**src/hdl/complex_dirichlet_elimination_macros.svh**
```systemverilog
//----------------------------------------------------------------------------
// complex_dirichlet_elimination assertion macros
// concurrent checks on clk with rst_n held low masking them
//----------------------------------------------------------------------------
`ifndef COMPLEX_DIRICHLET_ELIMINATION_MACROS_SVH
`define COMPLEX_DIRICHLET_ELIMINATION_MACROS_SVH
`ifndef SYNTHESIS
`define CDE_ASSERT_IMPL(lbl, ante, cons, msg) \
  lbl: assert property (@(posedge clk) disable iff (!rst_n) (ante) |-> (cons)) else $error(msg);
`define CDE_ASSERT_NEXT(lbl, ante, cons, msg) \
  lbl: assert property (@(posedge clk) disable iff (!rst_n) (ante) |=> (cons)) else $error(msg);
`else
`define CDE_ASSERT_IMPL(lbl, ante, cons, msg)
`define CDE_ASSERT_NEXT(lbl, ante, cons, msg)
`endif
`endif

```
**src/hdl/cde_pkg.sv**
```systemverilog
//----------------------------------------------------------------------------
// cde_pkg
// shared types and codes of the dirichlet elimination block
//----------------------------------------------------------------------------
package cde_pkg;

  localparam int DOF_SPACE = 1024;
  localparam int RHS_SPACE = 4;
  localparam logic signed [31:0] ONE_Q16 = 32'sd65536;

  // classified operation codes
  localparam logic [2:0] OP_NOP   = 3'd0;
  localparam logic [2:0] OP_SET   = 3'd1;
  localparam logic [2:0] OP_LOAD  = 3'd2;
  localparam logic [2:0] OP_ENTRY = 3'd3;
  localparam logic [2:0] OP_DIAG  = 3'd4;
  localparam logic [2:0] OP_READ  = 3'd5;

  // raw function codes at the port
  localparam logic [2:0] FN_SET   = 3'd0;
  localparam logic [2:0] FN_LOAD  = 3'd1;
  localparam logic [2:0] FN_ENTRY = 3'd2;
  localparam logic [2:0] FN_DIAG  = 3'd3;
  localparam logic [2:0] FN_READ  = 3'd4;

  typedef struct packed {
    logic [2:0]         op;
    logic [9:0]         dof;
    logic [9:0]         col;
    logic [1:0]         sel;
    logic               flag;
    logic signed [31:0] v_re;
    logic signed [31:0] v_im;
    logic signed [31:0] u_re;
    logic signed [31:0] u_im;
  } item_t;

endpackage

```
**src/hdl/cde_front.sv**
```systemverilog
//----------------------------------------------------------------------------
// cde_front
// takes requests, range checks and classifies them, queues them for the back
//----------------------------------------------------------------------------
module cde_front #(
  parameter int DOF_COUNT = 1024,
  parameter int RHS_COUNT = 4
) (
  input  logic               clk,
  input  logic               rst_n,
  input  logic               in_valid,
  output logic               in_stall,
  input  logic [2:0]         in_func,
  input  logic [9:0]         in_dof_index,
  input  logic [9:0]         in_col_index,
  input  logic [1:0]         in_rhs_sel,
  input  logic               in_bound_flag,
  input  logic signed [31:0] in_value_re,
  input  logic signed [31:0] in_value_im,
  input  logic signed [31:0] in_upper_re,
  input  logic signed [31:0] in_upper_im,
  input  logic               busy,
  output logic               q_valid,
  output cde_pkg::item_t     q_item,
  input  logic               q_pop
);

  cde_pkg::item_t fifo_r [2];
  logic           wr_ptr_r, rd_ptr_r;
  logic [1:0]     cnt_r;
  logic           push;
  logic           dof_ok, col_ok, sel_ok;
  cde_pkg::item_t cls;

  assign dof_ok = 32'(in_dof_index) < DOF_COUNT;
  assign col_ok = 32'(in_col_index) < DOF_COUNT;
  assign sel_ok = 32'(in_rhs_sel) < RHS_COUNT;

  always_comb begin
    cls.dof  = in_dof_index;
    cls.col  = in_col_index;
    cls.sel  = in_rhs_sel;
    cls.flag = in_bound_flag;
    cls.v_re = in_value_re;
    cls.v_im = in_value_im;
    cls.u_re = in_upper_re;
    cls.u_im = in_upper_im;
    cls.op   = cde_pkg::OP_NOP;
    case (in_func)
      cde_pkg::FN_SET:   if (dof_ok) cls.op = cde_pkg::OP_SET;
      cde_pkg::FN_LOAD:  if (dof_ok && sel_ok) cls.op = cde_pkg::OP_LOAD;
      cde_pkg::FN_ENTRY: if (dof_ok && col_ok) cls.op = cde_pkg::OP_ENTRY;
      cde_pkg::FN_DIAG:  if (dof_ok) cls.op = cde_pkg::OP_DIAG;
      cde_pkg::FN_READ:  if (dof_ok && sel_ok) cls.op = cde_pkg::OP_READ;
      default:           cls.op = cde_pkg::OP_NOP;
    endcase
  end

  assign in_stall = (cnt_r == 2'd2) || busy;
  assign push     = in_valid && !in_stall;
  assign q_valid  = cnt_r != 2'd0;
  assign q_item   = fifo_r[rd_ptr_r];

  always_ff @(posedge clk) begin
    if (push) begin
      fifo_r[wr_ptr_r] <= cls;
    end
  end

  always_ff @(posedge clk) begin
    if (!rst_n) begin
      wr_ptr_r <= 1'b0;
      rd_ptr_r <= 1'b0;
      cnt_r    <= 2'd0;
    end else begin
      if (push) wr_ptr_r <= !wr_ptr_r;
      if (q_pop) rd_ptr_r <= !rd_ptr_r;
      cnt_r <= cnt_r + 2'(push) - 2'(q_pop);
    end
  end

endmodule

```
**config.mk**
```make
export PLATFORM = sky130hd
export DESIGN_NAME = cde_front
export DESIGN_NICKNAME = d
export VERILOG_FILES = /design/src/hdl/complex_dirichlet_elimination_macros.svh /design/src/hdl/cde_pkg.sv /design/src/hdl/cde_front.sv
export SDC_FILE = /design/constraint.sdc
export NUM_CORES = 1
export LEC_CHECK = 0
export BUFFER_PORTS_ARGS = -buffer_cell sky130_fd_sc_hd__buf_2
export CELL_PAD_IN_SITES_DETAIL_PLACEMENT = 1
export CELL_PAD_IN_SITES_GLOBAL_PLACEMENT = 1
export CORE_ASPECT_RATIO = 1.2
export CORE_MARGIN = 3
export CORE_UTILIZATION = 48
export CTS_CLUSTER_DIAMETER = 100
export DETAILED_ROUTE_END_ITERATION = 16
export GPL_ROUTABILITY_DRIVEN = 0
export PLACE_DENSITY_LB_ADDON = 0.1
export SYNTH_ARGS = -nofsm -noshare
export SYNTH_HDL_FRONTEND = slang
export SYNTH_SLANG_ARGS = --single-unit
```
**constraint.sdc**
```tcl
create_clock -name clk -period 15.8 [get_ports clk]
set_input_delay 0.79 -clock clk [delete_from_list [all_inputs] [get_ports clk]]
set_output_delay 0.79 -clock clk [all_outputs]
set_load 0.02 [all_outputs]
```
* Word-level counts from Yosys, hierarchy flattened
Memory sizes are Yosys's and may differ from the RTL's. A register that Yosys moved wholly into a read port is not among the register bits. Cells that the tools add are included.
Operators by class: $add $sub $neg 2, equality and inequality tests 5, multiplexer cells 5, reduce and logical (&&, ||, !) cells 7
Operators with widths (number):
- 3-bit case mux with 5 select lines | 1
- 3-bit by 2-bit equality test with 1-bit output (second input constant) | 2
- 1-bit 2-to-1 mux | 4
- 3-bit by 1-bit equality test with 1-bit output (second input constant) | 1
- 3-bit equality test (second input constant) | 1
- 1-bit logical NOT | 3
- 3-bit logical NOT | 1
- 2-bit by 1-bit adder with 2-bit output | 1
- 2-bit equality test (second input constant) | 1
- 2-bit nonzero test | 1
- 2-bit by 1-bit subtractor with 2-bit output | 1
- 1-bit logical AND | 1
- 1-bit logical OR | 1
Storage, ports and cells: register bits 4, memory bits (writable) 308, input port bits 159, output and inout port bits 156, logic and storage cells 23, memories 1
Memories:
- fifo_r | words 2, bits a word 154, rd ports 1, clocked after memory_dff 1, wr ports 1, line cde_front.sv:28 | cde_pkg::item_t fifo_r [2];

* Depth between registers and ports, before layout
depth after elaboration 6, gate-level depth with buffers 8, mapped depth without buffers 8

* Worst setup path before layout
No wires, ideal clock.
kind in2reg, start input busy, end memory fifo_r[0][0] in the netlist's numbering, enable pin, library setup time 0.670 ns, arrival time 7.430 ns, data required time 15.130 ns, slack 7.700 ns, stages 2, path buffers 0, path through nand3b_1 > nor2_1
Between the ends: word-level cells in the longest chain between the ends 5
Ends and longest elaborated chain:
- start, declared | line cde_front.sv:22 | input logic busy,
- 1-bit logical OR | line cde_front.sv:59 | assign in_stall = (cnt_r == 2'd2) || busy;
- 1-bit logical NOT | line cde_front.sv:60 | assign push = in_valid && !in_stall;
- 1-bit logical AND | line cde_front.sv:60
- 1-bit 2-to-1 mux | line cde_front.sv:65 | if (push) begin
- 1-bit 2-to-1 mux (not written as such) | line cde_front.sv:66 | fifo_r[wr_ptr_r] <= cls;
- end, declared | line cde_front.sv:28
No other way between the ends.

==> impl_metrics.yaml <==
detailed_routing:
  vias: 5904
  dr.pass1.iters: 4
  ant_nets: 0
  drt_iter0_drc: 259
  wirelength_mm: 24.94
  viasPerCell: 4.961
  drc: 0
  wl_per_cell_um: 20.95
global_routing:
  grt_pass1_wl_mm: 36.60
  grt_usage: 0.1824
  overflow: 0
  antenna_found_initial: 10
  grt_pass1_vias: 6508
  grt_start_max_net_pins: 80
sta:
  setup_viol: 0
  fmax_mhz: 310.3
  max_slew_margin: 0.1989
  hold_viol: 0
  clock_skew_ns: 0.006078
  fin_crit_ns: 3.223
  fin_crit_sh: 0.2040
  fin_setup_tns_ns: 0
  final_max_slew_viol_count: 0
  worst_slew_pin_slew_ns: 1.202
  rsz0062_at_grt: "no"
  worst_slack_ns: 12.58
logic_synthesis:
  synth_area_mm2: 0.01161
  ys_types: 19
  ys.warnings.count: 0
  synthCells: 511
  synth_fp_nets: 672
  synth_area_per_cell_um2: 22.72
  ys_seq_area_frac: 0.8051
  synth-seq-cells: 313
cells_and_area:
  layout-drive-gt1-share: 0.5961
  nets: 1007
  fillers: 2163
  area_delta_synth_final_pct: 24.86
  most-common-layout-cells: "314 x buf_2, 308 x edfxtp_1, 94 x mux2_2, 60 x mux2_4, 31 x clkbuf_16"
  layout_commonest_cell: "buf_2"
setup_path:
  reg2reg_setup_slack_ns: 12.60
  cp_slowest_cell: "buf_4"
  required_ns: 15.01
  max_stage_delay_ns: 0.88
  cp_cell_sequence: "buf_4 -> mux2_2 -> buf_2"
  crit_type: "reg -> out"
  worstPathArrival_ns: 2.43
  worst-path-max-fanout: 76
  crit_path_start_kind: "register"
  critPathCaptureType: "primary output"
floorplan:
  chipWidth_um: 148.0
  fp.dieH_um: 176.4
  start_util: 0.4940
  coreArea_mm2: 0.02351
  num_rows: 61
  ioPinCount: 315
  die_area_mm2: 0.02610
clock_tree:
  cts_tree: "done"
  ctsResizeCount: 0
  cts_buffers: 30
  cts_max_level: 1
  holdBufCountCts: 0
  clk_latency_ns: 0.54
  clk_pin_slew_ns: 0.06
  post_cts_buffers: 0
  clockBufferDepth: 3
  cts.sinks: 313
  cts-root-buf: "clkbuf_16"
hold_path:
  hp-class: "in -> reg"
place:
  place_hpwl_mm: 17.00
  io_buffers: 314
  preCtsSetupSlack_ns: 12.10
power:
  p_leak_nw: 5.489
  p_per_area_mw_per_mm2: 133.4
  vdd_drop_max_mv: 0.1069
flow_run:
  drv_cap: 0
status:
  status: "finished clean"
cell usage after synthesis, drive strengths merged:
| cell | instances | area [um2] |
|---|---|---|
| mux2i | 1 | 10.01 |
| nor2 | 4 | 15.01 |
| a21oi | 1 | 5.000 |
| nand3b | 1 | 7.510 |
| buf | 17 | 135.1 |
| edfxtp | 308 | 9249 |
| ha | 2 | 25.02 |
| inv | 2 | 7.510 |
| nand2b | 2 | 12.51 |
| xnor2 | 3 | 26.28 |
| and2 | 4 | 25.02 |
| xor2 | 1 | 8.760 |
| dfxtp | 5 | 100.1 |
| or2 | 1 | 6.260 |
| nand2 | 4 | 15.01 |
| o21ai | 1 | 5.000 |
| mux2 | 154 | 1959 |
flip-flops by register name, indices dropped and copies added (netlist names), named ones only:
signal    cells
cnt_r         2
fifo_r      308
rd_ptr_r      1
wr_ptr_r      1
cell type report:
type | instances | area, um2 | area share
clock inverter | 14 | 163.9 | 0.01130
sequential | 313 | 9353 | 0.6451
antenna | 6 | 15.01 | 0.001036
timing repair buffer | 320 | 1617 | 0.1115
tap | 315 | 394.1 | 0.02718
multi-input combinational | 179 | 2136 | 0.1473
inverter | 2 | 7.507 | 0.0005178
clock buffer | 41 | 813.3 | 0.05609
worst paths after layout:
path	start	cells after the start	to
setup / recovery	register	3	q_item[64]
hold / removal	in_dof_index[9]	1	fifo_r[1][150]
setup reg to reg	cnt_r[0]	5	fifo_r[0][82]
hold reg to reg	wr_ptr_r	2	wr_ptr_r
per-layer routing:
layer / global-route usage / share of wire
met1: 0.2127 / 0.37
met4: 0.05968 / 0.028
met5: 0 / 0.0028
met2: 0.3272 / 0.52
met3: 0.04929 / 0.075
worst max-delay path, delay by kind of cell (launching register included):
kind,cells,cell delay (ns)
flops,1,0.35
buf+inv,2,1.04
mux,1,0.43
power by group:
| part | total [W] | internal [W] | switching [W] | leakage, nW |
|---|---|---|---|---|
| clock | 0.000706 | 0.000423 | 0.000283 | 0.478 |
| sequential | 0.000977 | 0.000966 | 0.0000114 | 2.86 |
| combinational | 0.000251 | 0.000102 | 0.000149 | 2.15 |
| total | 0.00193 | 0.00149 | 0.000443 | 5.49 |
cells by family after synthesis:
logic type | count (synthesis) | synth area share
mux | 155 | 0.1696
flops | 313 | 0.8051
xor+xnor | 4 | 0.003017
compound gates | 2 | 0.0008611
simple gates | 16 | 0.007003
buf+inv | 19 | 0.01228
fa+ha+maj | 2 | 0.002155
through the flow:
| stage | total power [W] | util | cell area [um2] | cells | hold slack (ns) |
|---|---|---|---|---|---|
| after floorplan | 0.001165 | - | 11610 | 511 | 0.4514 |
| after global placement | 0.001239 | 0.5746 | 13510 | 1129 | 0.4988 |
| after detailed placement | 0.001250 | 0.5746 | 13510 | 1129 | 0.5274 |
| after CTS | 0.001959 | 0.6161 | 14480 | 1184 | 0.4140 |
| after global routing | 0.002006 | 0.6166 | 14490 | 1188 | 0.4145 |
| final | 0.001934 | 0.6168 | 14500 | 1190 | 0.4374 |
Note: power is estimated with default switching activity, not from simulation.
